## src/ipv4_destination_blocklist_filter_defines.svh

```systemverilog
// Assertion macros used by the blocklist filter top level.
`ifndef IPV4_DESTINATION_BLOCKLIST_FILTER_DEFINES_SVH
`define IPV4_DESTINATION_BLOCKLIST_FILTER_DEFINES_SVH
// Same-cycle implication, disabled during reset.
`define IDBF_ASSERT_IMP(label, clk, rst_n, a, b, msg) \
  label: assert property (@(posedge clk) disable iff (!rst_n) (a) |-> (b)) else $error(msg);
// Next-cycle implication, disabled during reset.
`define IDBF_ASSERT_NXT(label, clk, rst_n, a, b, msg) \
  label: assert property (@(posedge clk) disable iff (!rst_n) (a) |=> (b)) else $error(msg);
`endif

```

## src/idbf_pkg.sv

```systemverilog
// Types and constants of the IPv4 destination blocklist filter.
`timescale 1ns / 1ps
package idbf_pkg;
  localparam logic [1:0] KIND_BYTE   = 2'd0;
  localparam logic [1:0] KIND_INSERT = 2'd1;
  localparam logic [1:0] KIND_REMOVE = 2'd2;

  localparam logic [2:0] RSN_SHORT_FRAME = 3'd0;
  localparam logic [2:0] RSN_NOT_IPV4    = 3'd1;
  localparam logic [2:0] RSN_SHORT_IP    = 3'd2;
  localparam logic [2:0] RSN_NOT_LISTED  = 3'd3;
  localparam logic [2:0] RSN_LISTED      = 3'd4;

  localparam logic [1:0] ST_DONE      = 2'd0;
  localparam logic [1:0] ST_FULL      = 2'd1;
  localparam logic [1:0] ST_NOT_FOUND = 2'd2;
  localparam logic [1:0] ST_PRESENT   = 2'd3;

  localparam logic [5:0]  HDR_LEN_ETH    = 6'd14;
  localparam logic [5:0]  HDR_LEN_IP     = 6'd34;
  localparam logic [15:0] ETHERTYPE_IPV4 = 16'h0800;

  typedef enum logic [1:0] {
    OP_VERDICT,
    OP_LOOKUP,
    OP_INSERT,
    OP_REMOVE
  } op_t;

  // One operation traveling down the cell chain.
  typedef struct packed {
    logic        vld;
    op_t         op;
    logic [31:0] addr;
    logic        hit;
    logic        placed;
    logic [2:0]  reason;
  } token_t;
endpackage

```

## src/idbf_parser.sv

```systemverilog
// Frame header parser that turns accepted items into chain operations.
`timescale 1ns / 1ps
module idbf_parser (
  input  logic             clk,
  input  logic             rst_n,
  input  logic             accept,
  input  logic [1:0]       kind,
  input  logic [7:0]       data_byte,
  input  logic             last_byte,
  input  logic [31:0]      address,
  output idbf_pkg::token_t token
);
  logic [5:0]  pos_r, pos_nxt, p_inc;
  logic [15:0] etype_r, etype_nxt;
  logic [31:0] dest_r, dest_nxt;

  always_comb begin
    etype_nxt = etype_r;
    dest_nxt  = dest_r;
    if (pos_r == 6'd12) etype_nxt = {data_byte, etype_r[7:0]};
    else if (pos_r == 6'd13) etype_nxt = {etype_r[15:8], data_byte};
    else if (pos_r >= 6'd30 && pos_r <= 6'd33) dest_nxt = {dest_r[23:0], data_byte};
    p_inc = (pos_r < idbf_pkg::HDR_LEN_IP) ? pos_r + 6'd1 : pos_r;
    pos_nxt = last_byte ? 6'd0 : p_inc;

    token        = '0;
    token.op     = idbf_pkg::OP_VERDICT;
    token.addr   = address;
    case (kind)
      idbf_pkg::KIND_BYTE: begin
        token.vld = accept && last_byte;
        if (p_inc < idbf_pkg::HDR_LEN_ETH) token.reason = idbf_pkg::RSN_SHORT_FRAME;
        else if (etype_nxt != idbf_pkg::ETHERTYPE_IPV4) token.reason = idbf_pkg::RSN_NOT_IPV4;
        else if (p_inc < idbf_pkg::HDR_LEN_IP) token.reason = idbf_pkg::RSN_SHORT_IP;
        else begin
          token.op   = idbf_pkg::OP_LOOKUP;
          token.addr = dest_nxt;
        end
      end
      idbf_pkg::KIND_INSERT: begin
        token.vld = accept;
        token.op  = idbf_pkg::OP_INSERT;
      end
      idbf_pkg::KIND_REMOVE: begin
        token.vld = accept;
        token.op  = idbf_pkg::OP_REMOVE;
      end
      default: token.vld = 1'b0;
    endcase
  end

  always_ff @(posedge clk) begin
    if (!rst_n) begin
      pos_r   <= '0;
      etype_r <= '0;
      dest_r  <= '0;
    end else if (accept && kind == idbf_pkg::KIND_BYTE) begin
      pos_r   <= pos_nxt;
      etype_r <= last_byte ? 16'd0 : etype_nxt;
      dest_r  <= last_byte ? 32'd0 : dest_nxt;
    end
  end
endmodule

```

## config.mk

```make
export PLATFORM = sky130hd
export DESIGN_NAME = idbf_parser
export DESIGN_NICKNAME = d
export VERILOG_FILES = /design/src/ipv4_destination_blocklist_filter_defines.svh /design/src/idbf_pkg.sv /design/src/idbf_parser.sv
export SDC_FILE = /design/constraint.sdc
export NUM_CORES = 1
export LEC_CHECK = 0
export BUFFER_PORTS_ARGS = -buffer_cell sky130_fd_sc_hd__buf_2
export CAP_MARGIN = 25
export CORE_MARGIN = 2
export CORE_UTILIZATION = 49
export CTS_BUF_LIST = sky130_fd_sc_hd__clkbuf_4
export DETAILED_ROUTE_END_ITERATION = 8
export GPL_TIMING_DRIVEN = 0
export PLACE_DENSITY = 0.86
export SYNTH_ARGS = -nofsm -noshare
export SYNTH_HDL_FRONTEND = slang
export SYNTH_SLANG_ARGS = --single-unit
```

## constraint.sdc

```tcl
create_clock -name clk -period 2.6 [get_ports clk]
set_input_delay 0.52 -clock clk [delete_from_list [all_inputs] [get_ports clk]]
set_output_delay 0.52 -clock clk [all_outputs]
set_load 0.005 [all_outputs]
```

==> flow_summary.yaml, run 1 <==
run_status:
  status: "finished, violations left"
  violations: "negative setup slack"
layout:
  drive_above_1_share_pct: 48.98
  nNetsFinal: 444
  antenna_cells: 0
  syn_to_final_growth_pct: 30.83
  final_area_mm2: 0.004232
  layout.filler_cells: 456
  finish.utilization_pct: 66.64
global_routing:
  grt-busiest-layer: "met2"
  grt_remaining_overflow: 0
  met2_usage_pct: 41.90
  largest_net_degree_at_the_start_of_global_routing: 18
  grt.total_usage_pct: 23.29
  grtUsageMet1_pct: 28.33
  globalRouteMet3Util_pct: 4.183
  grt_pass1_wl_mm: 13.62
  grt_antenna_before_repair: 0
  grt_pass1_vias: 2768
logic_synthesis:
  yosysWarningCount: 0
  post_synth_instance_area_mm2: 0.003234
  yosysSeqAreaShare_pct: 33.42
  ys_types: 44
  postSynthRegisterBits: 54
  postSynthAreaPerCell_um2: 10.96
  synth_area_leaders: "dfxtp_1 33%, mux2_4 13%, mux2_2 12%"
  yosys.area.top_type_share_pct: 33.42
  synth_largest_area_cell: "dfxtp_1"
  synthCells: 295
clocking:
  clock_latency_ns: 0.39
  postCtsHoldBufs: 0
  numCtsBuffers: 5
  htreeDepth: 2
  cts_buffer_depth: 2
  clk_root_buffer_cell: "clkbuf_4"
  clk_transition_reported_paths_ns: 0.16
  numClockSinks: 54
  cts_tree: "done"
timing:
  hold_ws_ns: 0.4674
  timing_hold_violations_final: 0
  fmaxAchievable_mhz: 304.8
  final.setup.worst_slack_ns: -0.6803
  fin_crit_sh_pct: 126.2
  finalClockSkew_ns: 0.01246
  maxSlewViolCount: 0
  worst_pin_slew_ns: 0.6913
  slew_headroom_pct: 53.74
  grt_setup_unrepaired: "yes"
  final.min_clock_period_ns: 3.280
  setup_viol: 35
setup_path:
  critical_path.slowest_cell: "or4_4"
  worstSetupPathType: "reg2out"
  crit_path_start_kind: "register"
  timing.critical_path.slowest_cell_delay_ns: 0.52
  critical_path.cell_chain: "or4_4 > a211o_1 > a22oi_4 > o2111ai_4 > buf_12 > buf_16 > mux2_4 > buf_6"
  worst-endpoint-arrival_ns: 2.76
  worst_setup_path_end_kind: "primary output"
  worstPathMaxFanout: 5
  worstPathRequired_ns: 2.08
drt:
  vias: 2805
  drc_errors: 0
  drt_pass1_iterations: 5
  routed_wirelength_mm: 8.611
  route.antenna.remaining_nets: 0
  routed_wire_length_per_instance_um: 18.36
  first_iteration_detailed_routing_drc_count: 197
  avgViaCountPerCell: 5.981
placement:
  placed_cell_area_mm2: 0.003745
  io_buffer_count: 81
  dp.final_hpwl_mm: 5.803
  place_congestion: 0.8855
  pre_cts_ws_ns: -0.4449
floorplanning:
  fp.coreArea_mm2: 0.006350
  start_util_pct: 50.94
  pin_count: 86
  total_die_area_mm2: 0.007267
  floorplan.die.height_um: 85.25
  floorplan.rows: 29
  die_width_um: 85.25
power:
  p_per_area_mw_per_mm2: 360.6
  worst_ir_drop_vdd_mv: 0.2166
  power.leakage_nw: 1.902
job:
  max-cap-violations: 0
min_path:
  hold_class: "in2reg"
-- worst max-delay path, delay by kind of cell (launching register included) --
family	cells	cell delay, ns
buffers and inverters	3	0.45
flip-flops	1	0.35
AO/OA/AOI/OAI	3	0.73
multiplexers	1	0.31
AND/OR/NAND/NOR	1	0.52
-- where the power goes --
group / leakage [nW] / internal [mW] / switching (mW)
registers: 0.439 / 0.827 / 0.00152
clock network: 0.0432 / 0.203 / 0.281
logic: 1.42 / 0.120 / 0.0929
-- flip-flops by register name (all words and copies together), names as in the netlist --
register	flops
dest_r	32
etype_r	16
pos_r	6
-- timing repair --
action | CTS | global route
resized for setup | 44 | 20
endpoints found under the setup margin | 35 | 35
pin swaps | 5 | 5
setup buffers | 5 | 1
cloned | 3 | 0
-- cells in the final DEF (no fill, tap or decap), drive strengths merged, types with 3 or more instances in the layout --
master,n
conb,3
mux2,64
nor4,3
nor2,4
o21ai,4
nor2b,17
a22oi,19
and2,5
clkbuf,22
nor3b,4
dfxtp,54
a32o,32
buf,100
nand2,6
a21oi,6
and3,3
ha,7
or4,3
inv,6
-- path summary, 6_finish.rpt --
path | from | endpoint | slack [ns] | cells past startpoint
min reg2reg | dest_r[24] | dest_r[24] | 0.49 | 1
max reg2reg | pos_r[1] | dest_r[8] | 0.51 | 8
min | data_byte[7] | etype_r[15] | 0.47 | 3
max | etype_r[15] | token[20] | -0.68 | 8
-- metrics by stage --
step	power (mW)	TNS [ns]	cells
after floorplan	0.9378	0	297
after global placement	1.019	-11.71	455
after detailed placement	1.023	-14.03	455
after CTS	1.506	-21.80	470
after global routing	1.569	-24.08	469
final	1.526	-21.32	469
-- cells in the mapped netlist (all sizes together) --
library cell	number
a22oi	19
a32o	32
clkbuf	17
o22ai	1
a31oi	1
nor4b	1
a21boi	1
nor2b	17
and2	5
and3	3
or4	3
and4bb	1
ha	7
and2b	2
o41ai	1
a21o	1
o31ai	2
nand2	6
conb	1
nor2	4
buf	13
nand4b	2
a211o	2
nand2b	2
dfxtp	54
o21ai	4
nand4	2
mux2i	1
inv	5
o2111ai	1
mux2	64
or4b	1
a21oi	6
nand3	2
xor2	2
a2111oi	1
o21a	1
nor4	3
nor3b	4
-- layer usage --
metal	vias up	part of all wire [%]
met5	-	0
li1	1318	-
met3	14	6.3
met2	111	52
met1	1362	40
met4	0	1.8
-- logic make-up (layout without fill, tap and decap cells) --
family          count (synthesis)  count (layout)  synth area share, %
simple gates                   58              58                11.30
buf+inv                        35             130                6.228
compound gates                 73              73                19.73
mux                            65              65                25.96
flops                          54              54                33.42
xor+xnor                        2               2               0.5417
other cells                     1               3               0.1159
fa+ha+maj                       7               7                2.708
-- layout make-up --
type	count	area, µm²	area share, %
inverter	5	21.27	0.5027
tap	77	96.34	2.277
clock inverter	3	42.54	1.005
buffer	28	198.9	4.701
clock buffer	5	37.54	0.8870
timing repair buffer	89	720.7	17.03
multi-input combinational	208	2019	47.72
sequential	54	1095	25.87
No activity file was read; power rests on OpenSTA's default activity.
==> run 2: changes to the inputs <==
- CORE_MARGIN: 2 -> default
- SETUP_SLACK_MARGIN: default -> 0.05
==> run 2 against run 1 <==
Compared with the run above: the run still ends with negative setup slack left; critical path depth did not move; clock power fell by 23%; sequential share of layout area fell by 0.074 points; largest power group unchanged; non-clock buffer count rose by 13; worst hold slack improved by 0.014 ns; worst setup slack got worse by 0.0081 ns; critical endpoint is now token[14].
==> flow_summary.yaml, run 2 (same netlist as run 1, synthesis figures left out) <==
clocking:
  cts_tree: "done"
  numCtsBuffers: 5
  cts_buffer_depth: 2
  htreeDepth: 2
  clk_root_buffer_cell: "clkbuf_4"
  clock_latency_ns: 0.38
  numClockSinks: 54
  clk_transition_reported_paths_ns: 0.17
global_routing:
  grt_pass1_wl_mm: 13.50
  largest_net_degree_at_the_start_of_global_routing: 17
  grt.total_usage_pct: 23.68
  grt_pass1_vias: 2805
  grt_remaining_overflow: 0
  grt_antenna_before_repair: 0
placement:
  dp.final_hpwl_mm: 5.808
  io_buffer_count: 81
  place_congestion: 0.8274
drt:
  routed_wirelength_mm: 8.412
  vias: 2856
  routed_wire_length_per_instance_um: 17.45
  drc_errors: 0
  first_iteration_detailed_routing_drc_count: 171
  drt_pass1_iterations: 4
  route.antenna.remaining_nets: 0
  avgViaCountPerCell: 5.925
layout:
  layout.cells.most_common_list: "60 x buf_2, 49 x dfxtp_1, 35 x buf_6, 35 x mux2_2, 32 x a32o_1"
  nNetsFinal: 457
  syn_to_final_growth_pct: 30.91
  layout.filler_cells: 462
  drive_above_1_share_pct: 49.88
  antenna_cells: 0
  leading_cell_type_in_the_layout_fill_and_taps_excluded: "buf_2"
  reg.largest.list: "dest_r (32), etype_r (16), pos_r (6)"
  top_register: "dest_r"
  largest_register_ffs: 32
setup_path:
  crit_path_start_kind: "register"
  r2r_start: "pos_r[1]"
  reg2regPathDepth: 8
  worstPathMaxFanout: 10
  worstPathRequired_ns: 2.08
  worstSetupPathType: "reg2out"
  worst_setup_path_startpoint: "etype_r[14]"
  worst-endpoint-arrival_ns: 2.77
  setup.reg_to_reg.worst_slack_ns: 0.46
  reg2reg_to: "dest_r[29]"
  critical_path.endpoint: "token[14]"
  worst_setup_path_end_kind: "primary output"
timing:
  final.setup.worst_slack_ns: -0.6884
  timing_hold_violations_final: 0
  fin_crit_sh_pct: 126.5
  finalClockSkew_ns: 0.01534
  fin_setup_tns_ns: -22.91
  maxSlewViolCount: 0
  grt_setup_unrepaired: "yes"
  worst_pin_slew_ns: 0.7171
  slew_headroom_pct: 52.02
  fmaxAchievable_mhz: 304.1
  setup_viol: 35
  final.min_clock_period_ns: 3.288
run_status:
  violations: "negative setup slack"
  status: "finished, violations left"
floorplanning:
  floorplan.die.height_um: 83.25
  start_util_pct: 50.94
  fp.coreArea_mm2: 0.006350
  pin_count: 86
  die_width_um: 83.25
  floorplan.rows: 29
  total_die_area_mm2: 0.006930
job:
  max-cap-violations: 0
power:
  p_per_area_mw_per_mm2: 333.2
  worst_ir_drop_vdd_mv: 0.2678
  power.leakage_nw: 1.916
  fin_total_pwr_mw: 1.411
min_path:
  hold-path-cell-count: 3
  hold_class: "in2reg"
-- run 2: changes by cell type in the layout (fill, tap and decap cells not counted), moves of 2 or more --
cell	before	now
buf_4	5	13
buf_2	53	60
buf_16	3	1
dfxtp_1	47	49
dfxtp_2	5	3
-- run 2: per-stage QoR --
step	setup slack (ns)	util (%)	cell area (µm²)	hold slack [ns]	std cells
floorplan	0.07501	-	3246	0.4364	297
CTS	-0.6479	65.16	4138	0.4789	481
global route	-0.7542	66.68	4234	0.4822	482
detailed placement	-0.4121	59.01	3747	0.4523	455
global placement	-0.3944	59.01	3747	0.4409	455
finish	-0.6884	66.68	4234	0.4819	482
-- run 2: area by class of cell --
cell class / count / area, µm² / area share [%]
Timing Repair Buffer: 100 / 735.7 / 17.38
Sequential cell: 54 / 1092 / 25.80
Tap cell: 77 / 96.34 / 2.275
Inverter: 5 / 21.27 / 0.5024
Buffer: 30 / 211.5 / 4.994
Multi-Input combinational cell: 208 / 2023 / 47.78
Clock inverter: 3 / 16.27 / 0.3842
Clock buffer: 5 / 37.54 / 0.8865
-- run 2: power by group --
part           switching, mW  internal [mW]  leakage [nW]
Combinational         0.0921          0.116          1.45
Sequential          0.000912          0.827         0.438
Clock                  0.273          0.102        0.0303
Total                  0.366           1.04          1.92
-- run 2: repair_timing --
item | in CTS | in global routing
gates cloned | 1 | 0
hold endpoints to repair | 0 | 0
pin swaps | 5 | 4
hold buffers | 0 | 0
setup buffers | 17 | 3
resized for setup | 42 | 18
setup endpoints to repair | 35 | 35
-- run 2: per-layer routing --
layer / GRT usage [%] / up-vias / wire, µm
li1: - / 1349 / -
met1: 28.74 / 1363 / 3385
met2: 43.00 / 134 / 4370
met3: 4.076 / 10 / 549
met4: 6.113 / 0 / 106
met5: 0 / - / 0
-- run 2: worst max-delay path, stage by stage, from the launching register on --
cell and delay, ns:
dfxtp_2 0.35, or4b_1 0.52, a211o_1 0.32, a22oi_4 0.23, o2111ai_4 0.21, buf_6 0.19
buf_12 0.14, mux2_4 0.30, buf_6 0.12
-- run 2: worst min path at each step --
stage                       from           to
floorplan             dest_r[24]   dest_r[24]
global placement      dest_r[26]   dest_r[26]
detailed placement    dest_r[31]   dest_r[31]
CTS                 data_byte[7]  etype_r[15]
global route        data_byte[7]  etype_r[15]
finish              data_byte[7]  etype_r[15]
==> run 3: changes to the inputs <==
- REMOVE_ABC_BUFFERS: default -> 1
==> run 3 against run 2 <==
Compared with the run above: the flow still finishes with violations (negative setup slack); wire length down 18%; non-clock buffer count down 32; final cell count down 6.8%; clock skew down 0.0027 ns; clock power up 22%; via count down 9.0%; fmax up 2.1%; worst hold slack worse by 0.0033 ns; largest power group unchanged.
==> flow_summary.yaml, run 3 (same netlist as run 1, synthesis figures left out) <==
run_status:
  status: "finished, violations left"
  violations: "negative setup slack"
layout:
  syn_to_final_growth_pct: 21.86
  largest_register_ffs: 32
  nNetsFinal: 425
  reg.largest.list: "dest_r (32), etype_r (16), pos_r (6)"
  drive_above_1_share_pct: 51.34
  antenna_cells: 0
  finalNonFillerCells: 449
  leading_cell_type_in_the_layout_fill_and_taps_excluded: "buf_2"
  top_register: "dest_r"
  layout.cells.most_common_list: "82 x buf_2, 47 x dfxtp_1, 35 x mux2_2"
clocking:
  clock_latency_ns: 0.37
  postCtsHoldBufs: 0
  htreeDepth: 2
  cts_tree: "done"
  numCtsBuffers: 5
  clk_transition_reported_paths_ns: 0.15
  clk_root_buffer_cell: "clkbuf_4"
  numClockSinks: 54
  cts_buffer_depth: 2
timing:
  finalClockSkew_ns: 0.01259
  final.setup.worst_slack_ns: -0.6204
  final.min_clock_period_ns: 3.220
  slew_headroom_pct: 42.87
  grt_setup_unrepaired: "yes"
  setup_viol: 35
  maxSlewViolCount: 0
  timing_hold_violations_final: 0
  fmaxAchievable_mhz: 310.5
  fin_crit_sh_pct: 123.9
  worst_pin_slew_ns: 0.8569
placement:
  io_buffer_count: 82
  dp.cells: 430
  place_congestion: 0.8302
  pre_cts_ws_ns: -0.6227
  dp.final_hpwl_mm: 4.681
floorplanning:
  die_width_um: 83.25
  total_die_area_mm2: 0.006930
  start_util_pct: 50.94
  floorplan.rows: 29
  floorplan.die.height_um: 83.25
  pin_count: 86
  fp.coreArea_mm2: 0.006350
global_routing:
  grt_remaining_overflow: 0
  largest_net_degree_at_the_start_of_global_routing: 56
  grt_antenna_before_repair: 0
  grt_pass1_wl_mm: 11.04
  grt.total_usage_pct: 19.25
  grt_pass1_vias: 2353
drt:
  drc_errors: 0
  vias: 2599
  routed_wirelength_mm: 6.924
  avgViaCountPerCell: 5.788
  drt_pass1_iterations: 4
  routed_wire_length_per_instance_um: 15.42
  route.antenna.remaining_nets: 0
  first_iteration_detailed_routing_drc_count: 156
setup_path:
  worst-endpoint-arrival_ns: 2.70
  worstSetupPathType: "reg2out"
  worstPathMaxFanout: 9
  crit_path_start_kind: "register"
  worst_setup_path_end_kind: "primary output"
  worstPathRequired_ns: 2.08
power:
  worst_ir_drop_vdd_mv: 0.3011
  power.leakage_nw: 1.786
  fin_total_pwr_mw: 1.456
  p_per_area_mw_per_mm2: 369.4
min_path:
  hold_class: "reg2reg"
job:
  max-cap-violations: 0
-- run 3: power breakdown --
part | total [mW] | switching (mW) | internal (mW)
registers | 0.828 | 0.00124 | 0.827
logic | 0.173 | 0.0795 | 0.0932
clock network | 0.456 | 0.256 | 0.200
-- run 3: stage by stage --
stage               hold WS [ns]  area, µm²  setup TNS [ns]  util [%]
finish                    0.4786       3941          -19.67     62.07
global route              0.4801       3941          -22.48     62.07
CTS                       0.4845       3844          -19.38     60.53
global placement          0.4410       3566         -131.53     56.16
floorplan                 0.4364       3059          -61.86         -
detailed placement        0.4481       3662          -17.79     57.67
-- run 3: timing repair --
item	CTS	global route
setup endpoints to repair	35	35
pin swaps	5	5
gates cloned	1	1
resized for setup	12	13
hold endpoints to repair	0	0
setup buffers	5	5
-- run 3: final timing paths --
| path | startpoint | to | slack (ns) | cells past startpoint |
|---|---|---|---|---|
| worst max-delay path | etype_r[1] | token[10] | -0.62 | 8 |
| worst min-delay path | dest_r[30] | dest_r[30] | 0.48 | 1 |
| worst max register to register | pos_r[1] | dest_r[13] | 0.60 | 8 |
| worst min register to register | dest_r[30] | dest_r[30] | 0.48 | 1 |
-- run 3: cell type report --
| class | instances | area, µm² |
|---|---|---|
| clock buffer | 5 | 37.54 |
| sequential | 54 | 1095 |
| clock inverter | 2 | 38.79 |
| tap | 77 | 96.34 |
| timing repair buffer | 98 | 633.1 |
| fill | 526 | 2409 |
| multi-input combinational | 208 | 2017 |
| inverter | 5 | 23.77 |
-- run 3: critical path: stages, from the launching register on --
cell and delay, ns:
dfxtp_1 0.35, or4_4 0.53, a211o_1 0.32, a22oi_4 0.23
o2111ai_4 0.15, buf_12 0.18, clkbuf_16 0.16, mux2_4 0.29
buf_2 0.12
-- run 3: routing by layer --
| layer | track usage [%] | part of all wire (%) | vias up |
|---|---|---|---|
| li1 | - | - | 1282 |
| met1 | 25.54 | 44 | 1227 |
| met2 | 31.74 | 49 | 83 |
| met3 | 4.274 | 5.5 | 7 |
| met4 | 4.702 | 1.0 | 0 |
| met5 | 0 | 0 | - |
