[src/ipv4_destination_blocklist_filter_defines.svh]
// Assertion macros used by the blocklist filter top level.
`ifndef IPV4_DESTINATION_BLOCKLIST_FILTER_DEFINES_SVH
`define IPV4_DESTINATION_BLOCKLIST_FILTER_DEFINES_SVH
// Same-cycle implication, disabled during reset.
`define IDBF_ASSERT_IMP(label, clk, rst_n, a, b, msg) \
  label: assert property (@(posedge clk) disable iff (!rst_n) (a) |-> (b)) else $error(msg);
// Next-cycle implication, disabled during reset.
`define IDBF_ASSERT_NXT(label, clk, rst_n, a, b, msg) \
  label: assert property (@(posedge clk) disable iff (!rst_n) (a) |=> (b)) else $error(msg);
`endif

[src/idbf_pkg.sv]
// Types and constants of the IPv4 destination blocklist filter.
`timescale 1ns / 1ps
package idbf_pkg;
  localparam logic [1:0] KIND_BYTE   = 2'd0;
  localparam logic [1:0] KIND_INSERT = 2'd1;
  localparam logic [1:0] KIND_REMOVE = 2'd2;

  localparam logic [2:0] RSN_SHORT_FRAME = 3'd0;
  localparam logic [2:0] RSN_NOT_IPV4    = 3'd1;
  localparam logic [2:0] RSN_SHORT_IP    = 3'd2;
  localparam logic [2:0] RSN_NOT_LISTED  = 3'd3;
  localparam logic [2:0] RSN_LISTED      = 3'd4;

  localparam logic [1:0] ST_DONE      = 2'd0;
  localparam logic [1:0] ST_FULL      = 2'd1;
  localparam logic [1:0] ST_NOT_FOUND = 2'd2;
  localparam logic [1:0] ST_PRESENT   = 2'd3;

  localparam logic [5:0]  HDR_LEN_ETH    = 6'd14;
  localparam logic [5:0]  HDR_LEN_IP     = 6'd34;
  localparam logic [15:0] ETHERTYPE_IPV4 = 16'h0800;

  typedef enum logic [1:0] {
    OP_VERDICT,
    OP_LOOKUP,
    OP_INSERT,
    OP_REMOVE
  } op_t;

  // One operation traveling down the cell chain.
  typedef struct packed {
    logic        vld;
    op_t         op;
    logic [31:0] addr;
    logic        hit;
    logic        placed;
    logic [2:0]  reason;
  } token_t;
endpackage

[src/idbf_cell.sv]
// One table cell: holds one blocked address and processes a passing operation.
`timescale 1ns / 1ps
module idbf_cell (
  input  logic             clk,
  input  logic             rst_n,
  input  logic             advance,
  input  idbf_pkg::token_t tok_in,
  output idbf_pkg::token_t tok_out
);
  logic             valid_r, valid_nxt;
  logic [31:0]      entry_r, entry_nxt;
  idbf_pkg::token_t tok_r, tok_nxt;
  logic             match;

  assign match = valid_r && (entry_r == tok_in.addr);

  always_comb begin
    tok_nxt   = tok_in;
    valid_nxt = valid_r;
    entry_nxt = entry_r;
    if (tok_in.vld) begin
      case (tok_in.op)
        idbf_pkg::OP_LOOKUP: if (match) tok_nxt.hit = 1'b1;
        idbf_pkg::OP_INSERT: begin
          if (match) begin
            tok_nxt.hit = 1'b1;
            // A copy was already placed upstream; drop this one so entries stay unique.
            if (tok_in.placed) valid_nxt = 1'b0;
          end else if (!valid_r && !tok_in.placed && !tok_in.hit) begin
            valid_nxt      = 1'b1;
            entry_nxt      = tok_in.addr;
            tok_nxt.placed = 1'b1;
          end
        end
        idbf_pkg::OP_REMOVE: if (match && !tok_in.hit) begin
          valid_nxt   = 1'b0;
          tok_nxt.hit = 1'b1;
        end
        default: ;
      endcase
    end
  end

  // Only the valid flags are reset; the payload is qualified by them.
  always_ff @(posedge clk) begin
    if (!rst_n) begin
      valid_r   <= 1'b0;
      tok_r.vld <= 1'b0;
    end else if (advance) begin
      valid_r <= valid_nxt;
      entry_r <= entry_nxt;
      tok_r   <= tok_nxt;
    end
  end

  assign tok_out = tok_r;
endmodule
[config.mk]
export PLATFORM = sky130hd
export DESIGN_NAME = idbf_cell
export DESIGN_NICKNAME = d
export VERILOG_FILES = /design/src/ipv4_destination_blocklist_filter_defines.svh /design/src/idbf_pkg.sv /design/src/idbf_cell.sv
export SDC_FILE = /design/constraint.sdc
export NUM_CORES = 1
export LEC_CHECK = 0
export ABC_AREA = 1
export BUFFER_PORTS_ARGS = -buffer_cell sky130_fd_sc_hd__buf_2
export CORE_UTILIZATION = 47
export CTS_CLUSTER_SIZE = 40
export DETAILED_ROUTE_END_ITERATION = 10
export GPL_TIMING_DRIVEN = 0
export PLACE_DENSITY = 0.74
export SLEW_MARGIN = 20
export SYNTH_ARGS = -nofsm -noshare
export SYNTH_HDL_FRONTEND = slang
export SYNTH_SLANG_ARGS = --single-unit
export TNS_END_PERCENT = 20
[constraint.sdc]
create_clock -name clk -period 2.85 [get_ports clk]
set_input_delay 0 -clock clk [delete_from_list [all_inputs] [get_ports clk]]
set_output_delay 0 -clock clk [all_outputs]
set_load 0.05 [all_outputs]
==> results.sh, run 1 <==
export IMPL_status="finished clean"
export IMPL_switching_share_pct=26.9
export IMPL_overflow=0
export IMPL_vias=2542
export IMPL_yosysSeqAreaShare_pct=69.2
export IMPL_drive_gt1_share_pct=22.8
export IMPL_drc_errors=0
export IMPL_rows=29
export IMPL_grt_max_degree=37
export IMPL_finalHoldViolations=0
export IMPL_seqPwrFrac_pct=55.2
export IMPL_worst_slack_ps=1150
export IMPL_globalplace_congestion=0.877
export IMPL_synth_seq_cells=73
export IMPL_tightest_slew_ps=553
export IMPL_syn2layout_area_growth_pct=36.4
export IMPL_intPower_mw=1.63
export IMPL_reg2reg_slack_ps=1210
export IMPL_syn_instance_count=309
export IMPL_synthDistinctLibCells=20
export IMPL_crit_type="in -> reg"
export IMPL_met1_length_mm=2.86
export IMPL_final_common_cell="nand2_1"
export IMPL_die_y_um=83.7
export IMPL_p_comb_share_pct=15.5
export IMPL_h_tree_depth=3
export IMPL_holdWs_ps=118
export IMPL_p_total_mw=2.23
export IMPL_root_buffer="clkbuf_8"
export IMPL_syn_area_mm2=0.00314
export IMPL_skew_ps=3.29
export IMPL_drt_iter0_drc=178
export IMPL_cp_max_fo=15
export IMPL_insertion_delay_ps=350
export IMPL_path_clk_slew_ps=70
export IMPL_post_cts_buffers=0
export IMPL_avgSynthCellArea_um2=10.2
export IMPL_grt_pass1_wl_mm=11.2
export IMPL_antenna_found_initial=0
export IMPL_grt_pass1_vias=2479
export IMPL_critPathSlowestCell="dlygate4sd3_1"
export IMPL_ir_drop_uv=388
export IMPL_nets=491
export IMPL_slew_violations=0
export IMPL_critPathCaptureType="flop"
export IMPL_hpwl_mm=4.52
export IMPL_met2_length_mm=3.37
export IMPL_numPortBuffers=82
export IMPL_setup_tns_ps=0
export IMPL_route_met3_wl_um=432
export IMPL_p_sw_uw=601
export IMPL_setup_violations=0
export IMPL_cts_tree="built"
export IMPL_path_cells="dlygate4sd3_1 -> buf_2 -> inv_1 -> nor2_1 -> nand2_1 -> nor3_4 -> buf_8"
export IMPL_fmax_mhz=587
export IMPL_ioPinCount=83
export IMPL_cp_slowest_stage_delay_ps=520
export IMPL_drtAntennaViolNets=0
export IMPL_slew_headroom_pct=63.0
export IMPL_cp_top_family="buffers and inverters"
export IMPL_finalInstanceArea_mm2=0.00428
export IMPL_cts_resized=0
export IMPL_fin_crit_sh_pct=59.8
export IMPL_cts_buffers=9
export IMPL_cts_max_path_buffers=2
export IMPL_via_per_inst=4.81
export IMPL_clkPwrFrac_pct=29.3
export IMPL_power_density_mw_per_mm2=520
export IMPL_die_area_mm2=0.00701
export IMPL_post_dp_cell_area_mm2=0.00370
export IMPL_pre_cts_ws_ps=1210
export IMPL_critPathArrivalTime_ps=1760
export IMPL_routed_wl_mm=6.77
export IMPL_synth_net_count=352
export IMPL_core_area_mm2=0.00639
export IMPL_die_w_um=83.7
export IMPL_cp_num_buf_inv=4
export IMPL_wire_per_inst_um=12.8
export IMPL_required_ps=2900
export IMPL_p_leak_nw=2.00
export IMPL_ys_warn_count=0
export IMPL_initial_core_util_pct=49.2
export IMPL_dr_pass1_iters=5
export IMPL_max_cap_violations=0
export IMPL_clkSinkCount=73
export IMPL_multi_input_comb_area_um2=769
export IMPL_period_minus_slack_ps=1700
export IMPL_hold_path_class="in -> reg"
export IMPL_startpoint_type="primary input"
export IMPL_final_cell_mix="nand2_1, buf_2, edfxtp_1"
export IMPL_seqCellArea_mm2=0.00217
export IMPL_grt_usage_pct=20.9
export IMPL_rsz0062_at_grt="no"
export IMPL_routed_top_layer="met4"
export IMPL_fillerInstances=509
export IMPL_n_antenna_cell=0
-- metal layers --
layer | track usage, % | vias up
met5 | 0 | -
met2 | 35.9 | 93
met3 | 6.03 | 12
met1 | 25.1 | 1174
met4 | 7.55 | 0
li1 | - | 1263
-- layout make-up --
class / instances / share of cell area [%]
inverters: 56 / 4.91
clock buffers: 9 / 2.89
clock inverters: 5 / 0.584
well taps: 77 / 2.25
multi-input cells: 180 / 18.0
repair buffers: 128 / 20.7
flip-flops and latches: 73 / 50.7
-- power by group through the flow --
stage               clock network (mW)  registers (mW)  logic (mW)
finish                           0.654            1.23       0.345
global route                     0.713            1.23       0.367
CTS                              0.668            1.23       0.343
detailed placement                   0            1.25       0.297
global placement                     0            1.25       0.287
floorplan                            0            1.39      0.0600
-- synthesized netlist by cell type, drive strengths merged --
| master | count | share of area [%] |
|---|---|---|
| nor2 | 43 | 5.2 |
| o2111ai | 1 | 0.28 |
| nand4 | 3 | 0.60 |
| xnor2 | 4 | 1.1 |
| xor2 | 1 | 0.28 |
| dfxtp | 2 | 1.3 |
| o22ai | 1 | 0.20 |
| nor3 | 1 | 0.16 |
| nand3b | 1 | 0.24 |
| inv | 56 | 6.7 |
| or2 | 3 | 0.60 |
| nand2 | 105 | 13 |
| o31ai | 1 | 0.24 |
| a21oi | 1 | 0.16 |
| o21ai | 4 | 0.64 |
| a21boi | 1 | 0.24 |
| edfxtp | 71 | 68 |
| nand3 | 9 | 1.4 |
| and3 | 1 | 0.20 |
-- kinds of logic after synthesis --
kind of cell,after synthesis,share of synthesized area [%]
flops,73,69.2
xor+xnor,5,1.39
compound gates,9,1.75
buf+inv,56,6.69
simple gates,166,21.0
-- worst reg2reg max path, cell delays in order (launching register included) --
cell,delay (ps)
dfxtp_1,340
inv_1,110
nand3_1,140
nor3_4,510
buf_8,240
-- timing repair --
action / CTS / global route
endpoints found under the hold margin: 73 / 0
setup endpoints to repair: 0 / 0
hold buffers: 43 / 0
-- state kept, by name, indices dropped and copies added (netlist names) --
register	count
entry_r	32
tok_out	40
valid_r	1
-- through the flow --
stage	util [%]	instances
floorplan	-	309
global placement	57.2	468
detailed placement	58.0	471
CTS	67.1	528
global route	67.1	528
finish	67.1	528
-- worst paths after layout --
path                               endpoint        from  cells after the start
worst max register to register  entry_r[13]     valid_r                      4
worst min register to register      valid_r     valid_r                      4
worst max-delay path            entry_r[13]  tok_in[38]                      7
worst min-delay path             tok_out[4]  tok_in[39]                      3
Note: power is estimated with default switching activity, not from simulation.
==> run 2, diff against run 1 <==
--- a/config.mk
+++ b/config.mk
@@ -7,11 +7,11 @@
 export LEC_CHECK = 0
 export ABC_AREA = 1
 export BUFFER_PORTS_ARGS = -buffer_cell sky130_fd_sc_hd__buf_2
-export CORE_UTILIZATION = 47
+export CORE_UTILIZATION = 52
 export CTS_CLUSTER_SIZE = 40
 export DETAILED_ROUTE_END_ITERATION = 10
 export GPL_TIMING_DRIVEN = 0
-export PLACE_DENSITY = 0.74
+export PLACE_DENSITY = 0.78
 export SLEW_MARGIN = 20
 export SYNTH_ARGS = -nofsm -noshare
 export SYNTH_HDL_FRONTEND = slang
==> constraint.sdc (replaced) <==
create_clock -name clk -period 1.6 [get_ports clk]
set_input_delay 0 -clock clk [delete_from_list [all_inputs] [get_ports clk]]
set_output_delay 0 -clock clk [all_outputs]
set_load 0.05 [all_outputs]
==> results.sh, run 2 (same netlist as run 1, synthesis figures left out) <==
export IMPL_final_cell_mix="nand2_1, buf_2, edfxtp_1"
export IMPL_status="finished clean"
export IMPL_drt_iter0_drc=250
export IMPL_crit_type="reg -> reg"
export IMPL_core_area_mm2=0.00568
export IMPL_required_ps=1870
export IMPL_grt_pass1_vias=2507
export IMPL_p_total_mw=4.35
export IMPL_worst_slack_ps=19.9
export IMPL_fin_crit_sh_pct=98.8
export IMPL_power_density_mw_per_mm2=1000
export IMPL_path_cells="xnor2_1 -> nand2_1 -> nor2_1 -> nand3b_1 -> nor2_1 -> nand3_1 -> nand2_1 -> nand3_1 -> nand2_1 -> inv_1 -> nor2_1"
export IMPL_numPortBuffers=82
export IMPL_busiest_layer="met2"
export IMPL_cts_max_path_buffers=2
export IMPL_critPathCaptureType="flop"
export IMPL_setup_tns_ps=0
export IMPL_reg2reg_slack_ps=20
export IMPL_drtAntennaViolNets=0
export IMPL_clkSinkCount=73
export IMPL_ioPinCount=83
export IMPL_h_tree_depth=3
export IMPL_cp_max_fo=2
export IMPL_antenna_found_initial=0
export IMPL_die_y_um=79.7
export IMPL_rows=27
export IMPL_ir_drop_uv=875
export IMPL_place_inst=465
export IMPL_final_common_cell="nand2_1"
export IMPL_final_instance_count_excl_fill=523
export IMPL_slew_violations=0
export IMPL_grt_use_met3_pct=6.40
export IMPL_cts_buffers=9
export IMPL_setup_violations=0
export IMPL_clkPwrFrac_pct=35.4
export IMPL_grt_usage_pct=24.6
export IMPL_period_minus_slack_ps=1580
export IMPL_hold_path_startpoint="tok_in[4]"
export IMPL_switching_share_pct=25.7
export IMPL_met1_usage_pct=28.3
export IMPL_hold_end="tok_out[4]"
export IMPL_timing_rr_start="entry_r[16]"
export IMPL_max_cap_violations=0
export IMPL_rsz0062_at_grt="yes"
export IMPL_startpoint_type="flop"
export IMPL_grt_pass1_wl_mm=11.3
export IMPL_p_leak_nw=2.04
export IMPL_fmax_mhz=633
export IMPL_die_w_um=79.7
export IMPL_die_area_mm2=0.00635
export IMPL_seqPwrFrac_pct=50.4
export IMPL_hpwl_mm=4.61
export IMPL_largest_reg_flops=40
export IMPL_reg2reg_depth=11
export IMPL_via_per_inst=4.98
export IMPL_routed_wl_mm=7.34
export IMPL_p_comb_share_pct=14.2
export IMPL_root_buffer="clkbuf_8"
export IMPL_p_sw_mw=1.12
export IMPL_wire_per_inst_um=14.0
export IMPL_critPathSlowestCell="edfxtp_1"
export IMPL_n_antenna_cell=0
export IMPL_finalInstanceArea_mm2=0.00434
export IMPL_post_dp_cell_area_mm2=0.00369
export IMPL_finalHoldViolations=0
export IMPL_skew_ps=11.2
export IMPL_tightest_slew_ps=822
export IMPL_dr_pass1_iters=4
export IMPL_r2r_end="valid_r"
export IMPL_pre_cts_ws_ps=20.2
export IMPL_critPathArrivalTime_ps=1850
export IMPL_globalplace_congestion=0.828
export IMPL_whs_path_depth=3
export IMPL_drc_errors=0
export IMPL_syn2layout_area_growth_pct=38.2
export IMPL_grt_max_degree=40
export IMPL_intPower_mw=3.23
export IMPL_holdWs_ps=14.3
export IMPL_nets=490
export IMPL_vias=2607
export IMPL_drive_gt1_share_pct=25.3
export IMPL_slew_headroom_pct=45.1
export IMPL_grtUsageMet2_pct=42.7
export IMPL_post_route_util_pct=76.5
export IMPL_hold_path_class="in -> reg"
export IMPL_overflow=0
export IMPL_cp_slowest_stage_delay_ps=400
export IMPL_insertion_delay_ps=350
export IMPL_path_clk_slew_ps=80
export IMPL_initial_core_util_pct=55.3
export IMPL_cts_tree="built"
[run 2: power by group through the flow]
stage / combinational, mW / clock [mW] / sequential [mW]
finish: 0.616 / 1.54 / 2.19
detailed placement: 0.524 / 0 / 2.23
global route: 0.654 / 1.64 / 2.20
CTS: 0.604 / 1.54 / 2.19
global placement: 0.511 / 0 / 2.23
floorplan: 0.109 / 0 / 2.48
[run 2: how the worst max path moves through the flow]
stage                            from          end  slack, ps  depth (start not counted)
final                     entry_r[16]      valid_r         20                         11
after global routing      entry_r[18]      valid_r        -80                         14
after CTS                   tok_in[3]   entry_r[5]         30                          7
after detailed placement   tok_in[38]  entry_r[15]         20                          7
after global placement     tok_in[38]  entry_r[15]       -470                          5
after floorplan               valid_r   entry_r[0]        -50                          3
[run 2: area by class of cell]
| type | instances | area, µm² |
|---|---|---|
| fillers | 375 | 1330 |
| repair buffers | 127 | 868 |
| multi-input cells | 180 | 792 |
| clock buffers | 9 | 124 |
| well taps | 72 | 90.1 |
| inverters | 56 | 210 |
| flip-flops and latches | 73 | 2170 |
| clock inverters | 6 | 83.8 |
[run 2: layer usage]
layer / vias up / part of all wire, %
li1: 1261 / -
met1: 1187 / 39
met2: 137 / 51
met3: 22 / 6.6
met4: 0 / 2.5
met5: - / 0
[run 2: worst max-delay path: cells and delay by family, from the launching register on]
family	cells	cell delay, ps
xor+xnor	1	320
buf+inv	1	30
flops	1	400
simple gates	9	770
[run 2: what timing repair did]
item | CTS | global route
setup buffers | 0 | 1
hold endpoints to repair | 72 | 0
setup endpoints to repair | 0 | 15
hold buffers | 42 | 0
resized for setup | 0 | 5
==> run 3, diff against run 2 <==
--- a/config.mk
+++ b/config.mk
@@ -5,13 +5,12 @@
 export SDC_FILE = /design/constraint.sdc
 export NUM_CORES = 1
 export LEC_CHECK = 0
-export ABC_AREA = 1
 export BUFFER_PORTS_ARGS = -buffer_cell sky130_fd_sc_hd__buf_2
-export CORE_UTILIZATION = 52
+export CORE_UTILIZATION = 50
 export CTS_CLUSTER_SIZE = 40
 export DETAILED_ROUTE_END_ITERATION = 10
 export GPL_TIMING_DRIVEN = 0
-export PLACE_DENSITY = 0.78
+export PLACE_DENSITY = 0.77
 export SLEW_MARGIN = 20
 export SYNTH_ARGS = -nofsm -noshare
 export SYNTH_HDL_FRONTEND = slang
==> results.sh, run 3 <==
export IMPL_routed_wl_mm=5.33
export IMPL_cp_max_fo=2
export IMPL_synth_most_common_cell="edfxtp_1"
export IMPL_wire_per_inst_um=15.2
export IMPL_required_ps=1790
export IMPL_root_buffer="clkbuf_8"
export IMPL_power_density_mw_per_mm2=1090
export IMPL_globalplace_congestion=0.724
export IMPL_fin_crit_sh_pct=101
export IMPL_hpwl_mm=3.13
export IMPL_fmax_mhz=621
export IMPL_numPortBuffers=82
export IMPL_p_total_mw=4.25
export IMPL_tightest_slew_ps=423
export IMPL_overflow=0
export IMPL_drc_errors=0
export IMPL_hold_path_class="in -> reg"
export IMPL_antenna_found_initial=0
export IMPL_grt_max_degree=27
export IMPL_cp_num_cells=5
export IMPL_synth_net_count=179
export IMPL_finalHoldViolations=0
export IMPL_die_area_mm2=0.00562
export IMPL_ioPinCount=83
export IMPL_syn2layout_area_growth_pct=46.1
export IMPL_path_cells="inv_2 -> o22ai_1 -> or4_4 -> nor4_4 -> a31o_1"
export IMPL_crit_path_start="entry_r[31]"
export IMPL_final_common_cell="buf_2"
export IMPL_critPathCaptureType="flop"
export IMPL_cp_top_family="simple AND/OR/NAND/NOR gates"
export IMPL_post_route_util_pct=76.2
export IMPL_critPathArrivalTime_ps=1800
export IMPL_place_inst=289
export IMPL_cp_num_buf_inv=1
export IMPL_avgSynthCellArea_um2=19.6
export IMPL_timing_rr_start="entry_r[31]"
export IMPL_synthDistinctLibCells=30
export IMPL_reg2reg_depth=5
export IMPL_holdWs_ps=108
export IMPL_drtAntennaViolNets=0
export IMPL_synth_top_cell_by_area="edfxtp_1"
export IMPL_setup_violations=1
export IMPL_skew_ps=5.68
export IMPL_reg2reg_slack_ps=-10
export IMPL_p_leak_nw=1.51
export IMPL_insertion_delay_ps=320
export IMPL_initial_core_util_pct=52.2
export IMPL_ys_warn_count=0
export IMPL_synth_edf_count=71
export IMPL_startpoint_type="flop"
export IMPL_synth_seq_cells=73
export IMPL_cts_buffers=9
export IMPL_synth_top_cell_area_share_pct=80.0
export IMPL_status="complete, but fails checks"
export IMPL_period_minus_slack_ps=1610
export IMPL_syn_area_mm2=0.00266
export IMPL_core_area_mm2=0.00511
export IMPL_crit_type="reg -> reg"
export IMPL_max_cap_violations=0
export IMPL_nets=318
export IMPL_h_tree_depth=3
export IMPL_worst_slack_ps=-11.1
export IMPL_dr_pass1_iters=4
export IMPL_ir_drop_uv=663
export IMPL_synthTopCellsByArea="edfxtp_1, xnor2_1, xor2_1"
export IMPL_synth_commonest_cells="edfxtp_1, xnor2_1, xor2_1"
export IMPL_clkSinkCount=73
export IMPL_drt_iter0_drc=94
export IMPL_yosysSeqAreaShare_pct=81.5
export IMPL_rows=26
export IMPL_n_antenna_cell=0
export IMPL_grt_pass1_wl_mm=8.11
export IMPL_synthArstFlopShare_pct=0
export IMPL_path_clk_slew_ps=70
export IMPL_final_cell_mix="buf_2, edfxtp_1, dlygate4sd3_1"
export IMPL_endpoint="tok_out[4]"
export IMPL_grt_pass1_vias=1767
export IMPL_die_y_um=75.0
export IMPL_critPathSlowestCell="or4_4"
export IMPL_cts_tree="built"
export IMPL_vias=1716
export IMPL_cp_slowest_stage_delay_ps=550
export IMPL_via_per_inst=4.90
export IMPL_slew_violations=0
export IMPL_cts_max_path_buffers=2
export IMPL_slew_headroom_pct=71.6
export IMPL_r2r_end="tok_out[4]"
export IMPL_synth_ff_type="edfxtp_1"
export IMPL_pre_cts_ws_ps=-232
export IMPL_grt_usage_pct=20.5
export IMPL_violations="negative setup slack"
export IMPL_drive_gt1_share_pct=38.9
export IMPL_syn_instance_count=136
export IMPL_largest_reg_flops=40
export IMPL_die_w_um=75.0
export IMPL_final_instance_count_excl_fill=350
export IMPL_rsz0062_at_grt="yes"
[run 3: kinds of logic (layout without fill, tap and decap cells)]
group,count (synthesis),after routing,synth area share (%)
flops,73,73,81.5
xor+xnor,26,26,8.55
simple gates,18,21,5.40
compound gates,13,13,3.66
buf+inv,6,147,0.845
[run 3: power by group]
group | internal, mW | switching, mW | total, mW
clock | 0.870 | 0.612 | 1.48
sequential | 2.18 | 0.0192 | 2.20
combinational | 0.194 | 0.379 | 0.572
total | 3.24 | 1.01 | 4.25
[run 3: how the worst min path moves through the flow]
| stage | from | to | slack (ps) | cells after the start |
|---|---|---|---|---|
| floorplan | tok_in[5] | entry_r[0] | 100 | 0 |
| global placement | tok_in[1] | tok_out[1] | 180 | 1 |
| detailed placement | tok_in[0] | tok_out[0] | 180 | 1 |
| CTS | tok_in[39] | valid_r | 90 | 4 |
| global route | tok_in[39] | valid_r | 130 | 4 |
| finish | tok_in[39] | valid_r | 110 | 4 |
[run 3: through the flow]
step | setup TNS (ps) | cell area (µm²)
after detailed placement | -7480 | 3190
final | -11.1 | 3890
after CTS | -49.8 | 3880
after floorplan | 0 | 2670
after global routing | -260 | 3890
after global placement | -12970 | 3160
[run 3: per-layer routing]
layer  up-vias  wire length, µm  global-route usage (%)  share of wire, %
li1        809                -                       -                 -
met1       835             2220                    24.2                42
met2        63             2800                    35.5                53
met3         9              225                    4.82               4.2
met4         0               72                    10.1               1.4
met5         -                0                       0                 0
[run 3: cell type report]
type                    count  area (µm²)
clock buffers              10         128
clock inverters             6        82.6
fillers                   313        1210
inverters                   6        22.5
multi-input cells          60         532
flip-flops and latches     73        2170
well taps                  70        87.6
repair buffers            125         868
[run 3: worst min-delay path, delay by kind of cell]
| kind | cells | cell delay, ps |
|---|---|---|
| AOI/OAI and AO/OA | 2 | 190 |
| buffers and inverters | 1 | 120 |
| and+or+nand+nor | 1 | 80 |
[run 3: what timing repair did]
item / 4_1_cts / 5_1_grt
gates resized for setup: 7 / 3
hold buffers: 43 / 0
setup buffers: 0 / 1
gates cloned: 3 / 0
endpoints found under the hold margin: 73 / 0
pin swaps: 3 / 4
setup endpoints to repair: 34 / 35
